===== config.mk =====
export PLATFORM = sky130hd
export DESIGN_NAME = modular_geometric_series_sum
export DESIGN_NICKNAME = d
export VERILOG_FILES = /design/src/mgss_pkg.sv /design/src/mgss_div.sv /design/src/mgss_datapath.sv /design/src/mgss_ctrl.sv /design/src/modular_geometric_series_sum.sv
export SDC_FILE = /design/constraint.sdc
export NUM_CORES = 2
export LEC_CHECK = 0
export BUFFER_PORTS_ARGS = -buffer_cell sky130_fd_sc_hd__buf_2
export CELL_PAD_IN_SITES_DETAIL_PLACEMENT = 0
export CELL_PAD_IN_SITES_GLOBAL_PLACEMENT = 1
export CORE_ASPECT_RATIO = 1.1
export CORE_MARGIN = 10
export CORE_UTILIZATION = 45
export CTS_BUF_LIST = sky130_fd_sc_hd__clkbuf_4 sky130_fd_sc_hd__clkbuf_8
export DETAILED_ROUTE_END_ITERATION = 12
export PLACE_DENSITY_LB_ADDON = 0.15
export SETUP_SLACK_MARGIN = 0.1
export SYNTH_ARGS = -nofsm -noshare
export SYNTH_HDL_FRONTEND = slang
export SYNTH_HIERARCHICAL = 1
export SYNTH_SLANG_ARGS = --single-unit
export TNS_END_PERCENT = 20

===== constraint.sdc =====
create_clock -name clk -period 10.85 [get_ports clk]
set_input_delay 0.5425 -clock clk [delete_from_list [all_inputs] [get_ports clk]]
set_output_delay 0.5425 -clock clk [all_outputs]
set_load 0.01 [all_outputs]

===== src/mgss_pkg.sv =====
`default_nettype none
package mgss_pkg;

  localparam int VAL_W  = 31;  // reduced values stay below 2*modulus
  localparam int MOD_W  = 30;
  localparam int SUM_W  = VAL_W + 1;
  localparam int PROD_W = 2 * VAL_W;
  localparam int MUL_ITERS = PROD_W / 2;
  localparam int ADD_ITERS = SUM_W / 2;
  localparam int ITER_W = $clog2(MUL_ITERS + 1);

  typedef enum logic [2:0] {
    ST_IDLE,
    ST_CHK,
    ST_START,
    ST_DIV,
    ST_FIN
  } state_t;

  // Micro-ops of one doubling step, issued in this order; OP_T1 to OP_LEAD only for a set count bit
  typedef enum logic [2:0] {
    OP_T1,    // tmp  = lead * blk
    OP_ACC,   // acc  = acc + tmp
    OP_LEAD,  // lead = lead * pw
    OP_T2,    // tmp  = pw + 1
    OP_BLK,   // blk  = blk * tmp
    OP_PW     // pw   = pw * pw
  } op_t;

  typedef struct packed {
    logic load_in;
    logic div_start;
    logic wb;
    logic shift_cnt;
    logic load_out;
    op_t  op;
  } cmd_t;

  typedef struct packed {
    logic cnt_lsb;
    logic cnt_zero;
    logic div_done;
    logic out_busy;
  } sts_t;

endpackage
`default_nettype wire


===== src/mgss_div.sv =====
`default_nettype none
module mgss_div (
  input  wire logic                        clk,
  input  wire logic                        rst_n,
  input  wire logic                        start,
  input  wire logic                        is_add,
  input  wire logic [mgss_pkg::PROD_W-1:0] dividend,
  input  wire logic [mgss_pkg::MOD_W-1:0]  modulus,
  output logic                             done,
  output logic [mgss_pkg::VAL_W-1:0]       result
);
  import mgss_pkg::*;

  logic [PROD_W-1:0] dvd_r, dvd_nxt;
  logic [MOD_W-1:0]  rem_r, rem_nxt;
  logic [ITER_W-1:0] it_r, it_nxt;
  logic              run_r, run_nxt;
  logic              qnz_r, qnz_nxt;

  logic [MOD_W:0] r1, s1, r2, s2, mod_x;
  logic           ge1, ge2;

  // Two restoring steps per cycle
  always_comb begin
    mod_x = {1'b0, modulus};
    r1    = {rem_r, dvd_r[PROD_W-1]};
    ge1   = (r1 >= mod_x);
    s1    = ge1 ? (r1 - mod_x) : r1;
    r2    = {s1[MOD_W-1:0], dvd_r[PROD_W-2]};
    ge2   = (r2 >= mod_x);
    s2    = ge2 ? (r2 - mod_x) : r2;
  end

  assign done   = run_r && (it_r == '0);
  // exact when below modulus, else modulus plus residue
  assign result = qnz_r ? (VAL_W'(modulus) + VAL_W'(rem_r)) : VAL_W'(rem_r);

  always_comb begin
    dvd_nxt = dvd_r;
    rem_nxt = rem_r;
    it_nxt  = it_r;
    run_nxt = run_r;
    qnz_nxt = qnz_r;
    if (start) begin
      dvd_nxt = dividend;
      rem_nxt = '0;
      it_nxt  = is_add ? ITER_W'(ADD_ITERS) : ITER_W'(MUL_ITERS);
      run_nxt = 1'b1;
      qnz_nxt = 1'b0;
    end else if (done) begin
      run_nxt = 1'b0;
    end else if (run_r) begin
      dvd_nxt = {dvd_r[PROD_W-3:0], 2'b00};
      rem_nxt = s2[MOD_W-1:0];
      it_nxt  = it_r - 1'b1;
      qnz_nxt = qnz_r | ge1 | ge2;
    end
  end

  always_ff @(posedge clk) begin
    if (!rst_n) begin
      run_r <= 1'b0;
      it_r  <= '0;
    end else begin
      run_r <= run_nxt;
      it_r  <= it_nxt;
    end
  end

  always_ff @(posedge clk) begin
    dvd_r <= dvd_nxt;
    rem_r <= rem_nxt;
    qnz_r <= qnz_nxt;
  end

`ifndef ASSERT_OFF
  a_no_restart: assert property (@(posedge clk) disable iff (!rst_n)
    start |-> !run_r) else $error("divider restarted while busy");
  a_rem_range: assert property (@(posedge clk) disable iff (!rst_n)
    run_r |-> (rem_r < modulus)) else $error("partial remainder out of range");
  a_done_once: assert property (@(posedge clk) disable iff (!rst_n)
    done |=> !done) else $error("divider done held");
`endif

endmodule
`default_nettype wire


===== src/mgss_datapath.sv =====
`default_nettype none
module mgss_datapath #(
  parameter int COUNT_BITS = 31
) (
  input  wire logic                       clk,
  input  wire logic                       rst_n,
  input  wire mgss_pkg::cmd_t             cmd,
  output mgss_pkg::sts_t                  sts,
  input  wire logic [30:0]                in_base,
  input  wire logic [30:0]                in_term_count,
  input  wire logic [mgss_pkg::MOD_W-1:0] in_modulus,
  output logic                            out_valid,
  input  wire logic                       out_stall,
  output logic [mgss_pkg::VAL_W-1:0]      out_series_sum
);
  import mgss_pkg::*;

  logic [VAL_W-1:0]      pw_r, lead_r, blk_r, acc_r, tmp_r;
  logic [MOD_W-1:0]      m_r;
  logic [COUNT_BITS-1:0] cnt_r;
  logic                  out_valid_r;
  logic [VAL_W-1:0]      out_sum_r;

  logic [VAL_W-1:0]  mul_a, mul_b, add_a, add_b, red;
  logic              is_add, div_done;
  logic [PROD_W-1:0] prod, dividend;
  logic [SUM_W-1:0]  sum;

  always_comb begin
    mul_a  = lead_r;
    mul_b  = blk_r;
    add_a  = acc_r;
    add_b  = tmp_r;
    is_add = 1'b0;
    unique case (cmd.op)
      OP_T1:   begin mul_a = lead_r; mul_b = blk_r; end
      OP_ACC:  begin add_a = acc_r; add_b = tmp_r; is_add = 1'b1; end
      OP_LEAD: begin mul_a = lead_r; mul_b = pw_r; end
      OP_T2:   begin add_a = pw_r; add_b = VAL_W'(1); is_add = 1'b1; end
      OP_BLK:  begin mul_a = blk_r; mul_b = tmp_r; end
      OP_PW:   begin mul_a = pw_r; mul_b = pw_r; end
      default: ;
    endcase
  end

  assign prod     = PROD_W'(mul_a) * PROD_W'(mul_b);
  assign sum      = SUM_W'(add_a) + SUM_W'(add_b);
  // sums go in left-aligned so the divider only walks their bits
  assign dividend = is_add ? {sum, (PROD_W - SUM_W)'(0)} : prod;

  mgss_div u_div (
    .clk      (clk),
    .rst_n    (rst_n),
    .start    (cmd.div_start),
    .is_add   (is_add),
    .dividend (dividend),
    .modulus  (m_r),
    .done     (div_done),
    .result   (red)
  );

  always_ff @(posedge clk) begin
    if (cmd.load_in) begin
      pw_r   <= in_base;
      lead_r <= VAL_W'(1);
      blk_r  <= VAL_W'(1);
      acc_r  <= '0;
      m_r    <= (in_modulus == '0) ? MOD_W'(1) : in_modulus;
      cnt_r  <= COUNT_BITS'(in_term_count);
    end else begin
      if (cmd.wb) begin
        unique case (cmd.op)
          OP_T1:   tmp_r  <= red;
          OP_ACC:  acc_r  <= red;
          OP_LEAD: lead_r <= red;
          OP_T2:   tmp_r  <= red;
          OP_BLK:  blk_r  <= red;
          OP_PW:   pw_r   <= red;
          default: ;
        endcase
      end
      if (cmd.shift_cnt) begin
        cnt_r <= cnt_r >> 1;
      end
    end
    if (cmd.load_out) begin
      out_sum_r <= acc_r;
    end
  end

  always_ff @(posedge clk) begin
    if (!rst_n) begin
      out_valid_r <= 1'b0;
    end else if (cmd.load_out) begin
      out_valid_r <= 1'b1;
    end else if (!out_stall) begin
      out_valid_r <= 1'b0;
    end
  end

  assign out_valid      = out_valid_r;
  assign out_series_sum = out_sum_r;

  always_comb begin
    sts.cnt_lsb  = cnt_r[0];
    sts.cnt_zero = (cnt_r == '0);
    sts.div_done = div_done;
    sts.out_busy = out_valid_r && out_stall;
  end

`ifndef ASSERT_OFF
  a_out_no_overwrite: assert property (@(posedge clk) disable iff (!rst_n)
    cmd.load_out |-> !(out_valid_r && out_stall))
    else $error("result register overwritten while stalled");
  a_wb_on_done: assert property (@(posedge clk) disable iff (!rst_n)
    cmd.wb |-> div_done) else $error("write-back without divider result");
  a_start_quiet: assert property (@(posedge clk) disable iff (!rst_n)
    cmd.div_start |-> !cmd.load_in && !cmd.wb)
    else $error("divider start collides with load or write-back");
`endif

endmodule
`default_nettype wire


===== src/mgss_ctrl.sv =====
`default_nettype none
module mgss_ctrl (
  input  wire logic           clk,
  input  wire logic           rst_n,
  input  wire logic           in_valid,
  output logic                in_stall,
  input  wire mgss_pkg::sts_t sts,
  output mgss_pkg::cmd_t      cmd
);
  import mgss_pkg::*;

  state_t state_r, state_nxt;
  op_t    op_r, op_nxt;

  always_ff @(posedge clk) begin
    if (!rst_n) begin
      state_r <= ST_IDLE;
      op_r    <= OP_T1;
    end else begin
      state_r <= state_nxt;
      op_r    <= op_nxt;
    end
  end

  always_comb begin
    state_nxt     = state_r;
    op_nxt        = op_r;
    in_stall      = 1'b1;
    cmd.load_in   = 1'b0;
    cmd.div_start = 1'b0;
    cmd.wb        = 1'b0;
    cmd.shift_cnt = 1'b0;
    cmd.load_out  = 1'b0;
    cmd.op        = op_r;
    unique case (state_r)
      ST_IDLE: begin
        in_stall = 1'b0;
        if (in_valid) begin
          cmd.load_in = 1'b1;
          state_nxt   = ST_CHK;
        end
      end
      ST_CHK: begin
        // no set bits left: the sum is complete
        if (sts.cnt_zero) begin
          state_nxt = ST_FIN;
        end else begin
          op_nxt    = sts.cnt_lsb ? OP_T1 : OP_T2;
          state_nxt = ST_START;
        end
      end
      ST_START: begin
        cmd.div_start = 1'b1;
        state_nxt     = ST_DIV;
      end
      ST_DIV: begin
        if (sts.div_done) begin
          cmd.wb    = 1'b1;
          state_nxt = ST_START;
          unique case (op_r)
            OP_T1:   op_nxt = OP_ACC;
            OP_ACC:  op_nxt = OP_LEAD;
            OP_LEAD: op_nxt = OP_T2;
            OP_T2:   op_nxt = OP_BLK;
            OP_BLK:  op_nxt = OP_PW;
            OP_PW: begin
              cmd.shift_cnt = 1'b1;
              state_nxt     = ST_CHK;
            end
            default: state_nxt = ST_CHK;
          endcase
        end
      end
      ST_FIN: begin
        if (!sts.out_busy) begin
          cmd.load_out = 1'b1;
          state_nxt    = ST_IDLE;
        end
      end
      default: state_nxt = ST_IDLE;
    endcase
  end

`ifndef ASSERT_OFF
  a_start_then_div: assert property (@(posedge clk) disable iff (!rst_n)
    state_r == ST_START |=> state_r == ST_DIV) else $error("start not followed by wait");
  a_shift_after_pw: assert property (@(posedge clk) disable iff (!rst_n)
    cmd.shift_cnt |-> op_r == OP_PW) else $error("count shifted mid-step");
  a_fin_idle: assert property (@(posedge clk) disable iff (!rst_n)
    cmd.load_out |=> state_r == ST_IDLE) else $error("result loaded outside finish");
`endif

endmodule
`default_nettype wire


===== src/modular_geometric_series_sum.sv =====
`default_nettype none
// Modular geometric series sum: series_sum = sum of base^i, i = 0 .. term_count-1,
// with every add and multiply reduced as "exact below modulus, else modulus plus
// residue", so the result lies in [0, 2*modulus). A term count of zero gives 0,
// a modulus of zero acts as one, and only the low COUNT_BITS bits of the count count.
// Input channel in_*, result channel out_*: valid/stall, an item moves on a clock
// edge with valid high and stall low. One item is worked on at a time; in_stall is
// low only while the block is idle.
// Operation: the count is walked by doubling from its lsb up to its highest set bit;
// a clear bit skips the accumulate micro-ops. Nearly all the time is spent in the
// shared remainder unit (2 bits a cycle), which reduces each product and each sum
// in turn, with a start and a write-back step for each.
// The result waits in an output register; while out_stall is high it holds, and
// the next item may be taken meanwhile. A second result waits for that register.
// Reset (synchronous, active low) drops any item in flight and clears out_valid.
module modular_geometric_series_sum #(
  parameter int COUNT_BITS = 31
) (
  input  wire logic                       clk,
  input  wire logic                       rst_n,
  input  wire logic                       in_valid,
  output logic                            in_stall,
  input  wire logic [30:0]                in_base,
  input  wire logic [30:0]                in_term_count,
  input  wire logic [mgss_pkg::MOD_W-1:0] in_modulus,
  output logic                            out_valid,
  input  wire logic                       out_stall,
  output logic [mgss_pkg::VAL_W-1:0]      out_series_sum
);
  import mgss_pkg::*;

  cmd_t cmd;
  sts_t sts;

  mgss_ctrl u_ctrl (
    .clk      (clk),
    .rst_n    (rst_n),
    .in_valid (in_valid),
    .in_stall (in_stall),
    .sts      (sts),
    .cmd      (cmd)
  );

  mgss_datapath #(
    .COUNT_BITS (COUNT_BITS)
  ) u_dp (
    .clk            (clk),
    .rst_n          (rst_n),
    .cmd            (cmd),
    .sts            (sts),
    .in_base        (in_base),
    .in_term_count  (in_term_count),
    .in_modulus     (in_modulus),
    .out_valid      (out_valid),
    .out_stall      (out_stall),
    .out_series_sum (out_series_sum)
  );

endmodule
`default_nettype wire

# Yosys cells after proc, flatten, opt, wreduce, memory -nomap -nowiden
# Cells that the tools add are included.
[word_totals]
register_bits = 353
input_bits = 96
output_inout_bits = 33
[classes]
n_addsub = 5
multipliers = 1
magnitude_cmp = 2
eq_ne = 16
muxes = 45
bitwise_logic = 4
n_reduce_logical = 26
[ops]
columns = ["cell", "count"]
rows = [
  ["$mux 31", 8],
  ["$mux 62", 4],
  ["$pmux 31 s2", 2],
  ["$ge 31x30->1", 2],
  ["$mul 31x31->62", 1],
  ["$mux 30", 2],
  ["$sub 30x30->30", 2],
  ["$add 31x31->32", 1],
  ["$add 30x30->31", 1],
  ["$logic_not 31->1", 1],
  ["$logic_not 30->1", 1],
  ["$pmux 3 s5", 2],
  ["$mux 3", 6],
  ["$mux 5", 3],
  ["$eq 3x2->1 const B", 4],
  ["$mux 1", 12],
  ["$reduce_and 2->1", 6],
  ["$reduce_bool 2->1", 6],
  ["$eq 3x3->1 const B", 3],
  ["$mux 2", 4],
  ["$ne 2x2->1 const B", 4],
  ["$eq 3x1->1 const B", 2],
  ["$logic_not 3->1", 2],
  ["$ne 6x6->1 const B", 1],
  ["other kinds (12)", 19],
]

# Logic depth before layout (Yosys ltp)
[logic_depth]
depth_word = 6
mapped_depth = 35

# Modules after synthesis
# Netlist, hierarchy kept.
[modules_own_cells]
columns = ["module", "n_inst", "cells_each", "area_each_um2", "seq_area_each_um2"]
rows = [
  ["mgss_datapath", 1, 4741, 42990.0, 6506.2],
  ["mgss_div", 1, 1073, 9535.4, 2602.5],
  ["mgss_ctrl", 1, 53, 442.9, 120.1],
]

# Worst setup path after synthesis
# OpenSTA, ideal clock, no wires.
[synth_timing]
kind = "flip-flop to flip-flop"
from = "register u_ctrl.op_r[1]"
to = "register u_dp.u_div.dvd_r[54] (data pin)"
arrival_time_ps = 8617
required_time_ps = 10590
setup_slack_ps = 1973
path_stages_with_launch = 33
path_buffers = 3
synth_period_minus_slack_ps = 8877
path_cell_list = "dfxtp_1 -> clkbuf_1 -> nand2b_1 -> o21ai_1 -> nor2_1 -> buf_2 -> a221oi_1 -> buf_2 -> nor2_1 -> fa_1 -> fa_1 -> inv_1 -> fa_1 -> fa_1 -> inv_1 -> fa_1 -> fa_1 -> fa_1 -> inv_1 -> fa_1 -> inv_1 -> ha_1 -> nand2_1 -> o211ai_1 -> a21oi_1 -> or3_1 -> a21oi_2 -> nor3_2 -> a211oi_2 -> a31oi_1 -> xnor2_1 -> mux2_4 -> mux2_2"
[synth_between]
elab_chain_len = 6
word_cells_on_any_way = 16
cone_classes = "add/sub: 1; mul: 1; eq/ne: 5; mux: 7; reduce/logical: 2"
[synth_rtl]
columns = ["element", "line", "rtl"]
rows = [
  ["start, declared", "mgss_ctrl.sv:13", "op_t op_r, op_nxt;"],
  ["start signal, assigned", "mgss_ctrl.sv:21", "op_r <= op_nxt;"],
  ["$eq 3x3->1 or $eq 3x2->1 (tied branches)", "mgss_datapath.sv:35", "unique case (cmd.op)"],
  ["$reduce_or 2->1 (no line)", "--", ""],
  ["$pmux 31 s2", "mgss_datapath.sv:35", ""],
  ["$mul 31x31->62", "mgss_datapath.sv:46", "assign prod = PROD_W'(mul_a) * PROD_W'(mul_b);"],
  ["$mux 62 (*)", "mgss_datapath.sv:49", "assign dividend = is_add ? {sum, (PROD_W - SUM_W)'(0)} : prod;"],
  ["via u_dp.dividend[54]", "mgss_datapath.sv:26", "logic [PROD_W-1:0] prod, dividend;"],
  ["$mux 62 (*)", "mgss_div.sv:44", "if (start) begin"],
  ["via u_dp.u_div.dvd_nxt[54]", "mgss_div.sv:14", "logic [PROD_W-1:0] dvd_r, dvd_nxt;"],
  ["end signal, assigned", "mgss_div.sv:71", "dvd_r <= dvd_nxt;"],
  ["end, declared", "mgss_div.sv:14", ""],
]
# The timed path passes the listed nets; every way through them passes the cells marked *.
# A chain may end at the register's enable or synchronous reset.

# Worst setup path after layout
[layout_timing]
from = "register u_ctrl.op_r[1]"
to = "register u_dp.u_div.dvd_r[59] (data pin)"
# The elaborated chain is that of the path after synthesis.

==> reports/metrics.csv <==
stage,metric,value,unit
timing,Slew headroom,0.05348,
timing,Least-Margin Pin Slew,1410,ps
synth,Mapped Nets,7182,
grt,total grt overflow,0,
min_path,HP Start,in_modulus[26],
synth,"FF+latch count, synth",353,
min_path,hold path cells,1,
place,hpwl dp,147600,um
synth,main combinational cell family by area after synthesis,adder cells,
critical_path,Max stage delay on crit path,970,ps
critical_path,flop-to-flop setup slack,520,ps
route,Via density,5.628,
timing,RSZ-0062 raised after global routing,false,
layout,# nets final,7207,
clock_network,Root Driver,clkbuf_8,
timing,Final Hold Fails,0,
run,Max Cap Violations,0,
critical_path,CP max-delay cell,o21a_1,
route,1st-iter DRT viols,3328,
critical_path,CP arrival,10750,ps
timing,Fin Clk Skew,22.86,ps
clock_network,clk slew on worst S/H paths,60,ps
critical_path,Crit Path Max Fanout,94,
clock_network,CTS buffer count,57,
pwr,Worst IR Drop VDD,0.0001359,V
floorplan,CORE AREA,116400,um2
grt,initial antenna violation count,5,
route,DRC,0,
critical_path,Critical Path End Type,register,
synth,Synth Area per Inst,9.028,um2
timing,period utilisation layout,0.9518,
synth,post-synthesis simple-gate area fraction,0.1501,
timing,Fmax achieved,0.09683,GHz
critical_path,Worst Path Required,11280,ps
critical_path,most frequent cell on the critical path,fa_1,
pwr,Pwr Density,104.2,nW/um2
critical_path,worst r2r dst,u_dp/u_div/dvd_r[59],
clock_network,CTS sink cnt,353,
floorplan,die width,347.1,um
synth,Post-synth ARST share,0,
layout,Filler cells,11303,
layout,register area,9230,um2
critical_path,Reg-to-Reg Start,u_ctrl/op_r[1],
min_path,Hold WC Path Type,input port to register,
clock_network,worst skew pair latency,690,ps
place,dpl cells,7351,
route,routed len/inst,24.80,um
synth,"Seq/Total Area, Yosys",0.1742,
grt,largest net degree at the start of global routing,159,
synth,post-synthesis mux area share,0.04951,
min_path,Hold Path Sink,u_dp/m_r[26],
floorplan,Die Area,131800,um2
layout,share of cells above drive strength 1,0.1187,
pwr,Power Total,0.005953,W
grt,Total Routing Usage GR,0.2783,
timing,WHS,56.30,ps
timing,final setup fails,0,
grt,vias in the first global route,43932,
layout,area occupied by multi-input gates,39410,um2
floorplan,Starting Density,0.4552,
place,IO buf count,128,
clock_network,TritonCTS clock tree,yes,
critical_path,Setup CP Type,register to register,
critical_path,CP startpoint kind,register,
critical_path,Reg2Reg Depth,28,
synth,XOR/XNOR Fraction of Synth Area,0.02579,
clock_network,CTS Buffer Depth,3,
place,gpl congestion,0.9530,
timing,Final TNS setup,0,ps
synth,post-synthesis compound-gate area fraction,0.1058,
route,Initial DRT Pass Iterations,5,
layout,Post-Layout Cell Count,7473,
floorplan,Die Y,379.8,um
route,ANT nets after route,0,
synth,number of synthesized flops with an enable pin,216,
floorplan,num rows,131,
synth,Yosys warnings,6,
timing,Tmin final,10330,ps
clock_network,H-Tree Depth,2,
clock_network,post-cts gate resize count,0,
synth,post-synthesis adder-cell area fraction,0.4071,
synth,"Cell Area, Synth",52970,um2
synth,Gate Count Post-Synth,5867,
grt,first-pass GRT wire length,280100,um
layout,area delta synth->final,7.885,%
run_status,status,"complete, no violations",
route,Via Count,42059,
timing,Final Max Tran Viols,0,
pwr,LEAKAGE,25.92,nW
synth,Unique masters post-synth,107,
route,final wirelength,185400,um
floorplan,io pins,129,
synth,Most used DFF post-synth,edfxtp_1,
## registers in the layout, indices dropped and copies added (netlist names), 5 cells and up
signal,count
u_dp/u_div/dvd_r,62
u_dp/acc_r,31
u_dp/blk_r,31
u_dp/cnt_r,31
u_dp/lead_r,31
u_dp/out_series_sum,31
u_dp/pw_r,31
u_dp/tmp_r,31
u_dp/m_r,30
u_dp/u_div/rem_r,30
u_dp/u_div/it_r,5
## cell type report
cell class | instances | area share
Multi-Input combinational cell | 4321 | 0.6897
Inverter | 848 | 0.05570
Sequential cell | 353 | 0.1615
Clock inverter | 18 | 0.002912
Tap cell | 1529 | 0.03348
Antenna cell | 3 | 0.0001314
Clock buffer | 90 | 0.01927
Timing Repair Buffer | 311 | 0.03727
## through the flow
| step | setup WS, ps | cell area, um2 | util |
|---|---|---|---|
| 2_1_floorplan | 1973 | 52970 | - |
| 3_3_place_gp | 790.3 | 55750 | 0.4791 |
| 3_5_place_dp | 762.5 | 55760 | 0.4791 |
| 4_1_cts | 646.7 | 57140 | 0.4910 |
| 5_1_grt | 221.6 | 57140 | 0.4910 |
| 6_report | 522.7 | 57140 | 0.4910 |
## power by group
part           internal [W]  switching [W]  total (W)
registers           0.00166       0.000172    0.00183
logic               0.00109        0.00172    0.00282
clock network      0.000717       0.000588    0.00130
## timing repair
action,CTS,global route
buffers inserted,0,0
endpoints found under the hold margin,11,0
hold buffers,11,0
## kinds of logic (layout without fill, tap and decap cells)
| family | count (synthesis) | after routing |
|---|---|---|
| fa+ha+maj | 1219 | 1219 |
| other cells | 0 | 3 |
| mux | 239 | 239 |
| flops | 353 | 353 |
| buf+inv | 1193 | 1267 |
| xor+xnor | 156 | 156 |
| simple gates | 1873 | 1873 |
| compound gates | 834 | 834 |
## synthesized netlist by cell type, types with 26 or more instances
| master | instances | area share |
|---|---|---|
| a21o_1 | 76 | 0.011 |
| o21a_1 | 65 | 0.0092 |
| fa_1 | 841 | 0.32 |
| mux2i_1 | 61 | 0.012 |
| nand2_1 | 837 | 0.059 |
| buf_2 | 65 | 0.0061 |
| a21oi_1 | 272 | 0.026 |
| nor3_1 | 39 | 0.0037 |
| nor2_1 | 671 | 0.048 |
| nor2b_1 | 27 | 0.0032 |
| ha_1 | 378 | 0.089 |
| nand4_1 | 37 | 0.0044 |
| xnor2_1 | 101 | 0.017 |
| xor2_1 | 55 | 0.0091 |
| a31oi_1 | 26 | 0.0031 |
| mux2_2 | 176 | 0.037 |
| inv_1 | 847 | 0.060 |
| nand3_1 | 36 | 0.0034 |
| dfxtp_1 | 137 | 0.052 |
| clkbuf_1 | 234 | 0.017 |
| and2_1 | 88 | 0.010 |
| o21ai_0 | 136 | 0.013 |
| buf_1 | 35 | 0.0025 |
| edfxtp_1 | 216 | 0.12 |
| a211oi_1 | 40 | 0.0057 |
## per-layer routing
metal,up-vias,GRT usage,wire (um),share of wire
li1,18896,-,-,-
met1,21271,0.3702,78230,0.42
met2,1533,0.4578,86280,0.47
met3,353,0.04133,12660,0.068
met4,6,0.1017,8151,0.044
met5,-,0,43,0.00023
## critical path, delay by kind of cell, from the launching register on
kind	cells	cell delay, ps
compound gates	7	2200
fa+ha+maj	9	4610
buf+inv	5	980
flops	1	590
mux	2	500
simple gates	5	1030
## cells in the final DEF (no fill, tap or decap), drive strengths merged, types with 11 or more instances in the layout
master / Yosys / final
xnor2: 101 / 101
a221oi: 24 / 24
o21bai: 22 / 22
o31ai: 18 / 18
nor2b: 27 / 27
nand2b: 26 / 26
inv: 847 / 850
buf: 110 / 300
fa: 841 / 841
a21o: 77 / 77
dfxtp: 137 / 137
a221o: 22 / 22
clkbuf: 235 / 90
nand4: 37 / 37
xor2: 55 / 55
or2: 17 / 17
or3: 13 / 13
nor4: 20 / 20
nand3: 37 / 37
clkinv: 1 / 13
o21ai: 160 / 160
o21a: 65 / 65
nor3: 40 / 40
mux2: 178 / 178
a21oi: 279 / 279
and3: 21 / 21
dlygate4sd3: 0 / 11
nand2: 837 / 837
edfxtp: 216 / 216
a31oi: 29 / 29
nor2: 673 / 673
and2: 91 / 91
a211oi: 44 / 44
mux2i: 61 / 61
ha: 378 / 378
## worst max-delay path by stage
stage	start	endpoint	slack (ps)	cells past startpoint
6_report	u_ctrl/op_r[1]	u_dp/u_div/dvd_r[59]	520	28
2_1_floorplan	u_ctrl/op_r[1]	u_dp/u_div/dvd_r[54]	1970	32
5_1_grt	u_ctrl/op_r[1]	u_dp/u_div/dvd_r[59]	220	30
4_1_cts	u_ctrl/op_r[1]	u_dp/u_div/dvd_r[59]	650	28
3_3_place_gp	u_ctrl/op_r[1]	u_dp/u_div/dvd_r[61]	790	28
3_5_place_dp	u_ctrl/op_r[1]	u_dp/u_div/dvd_r[59]	760	30
No activity file was read; power rests on OpenSTA's default activity.
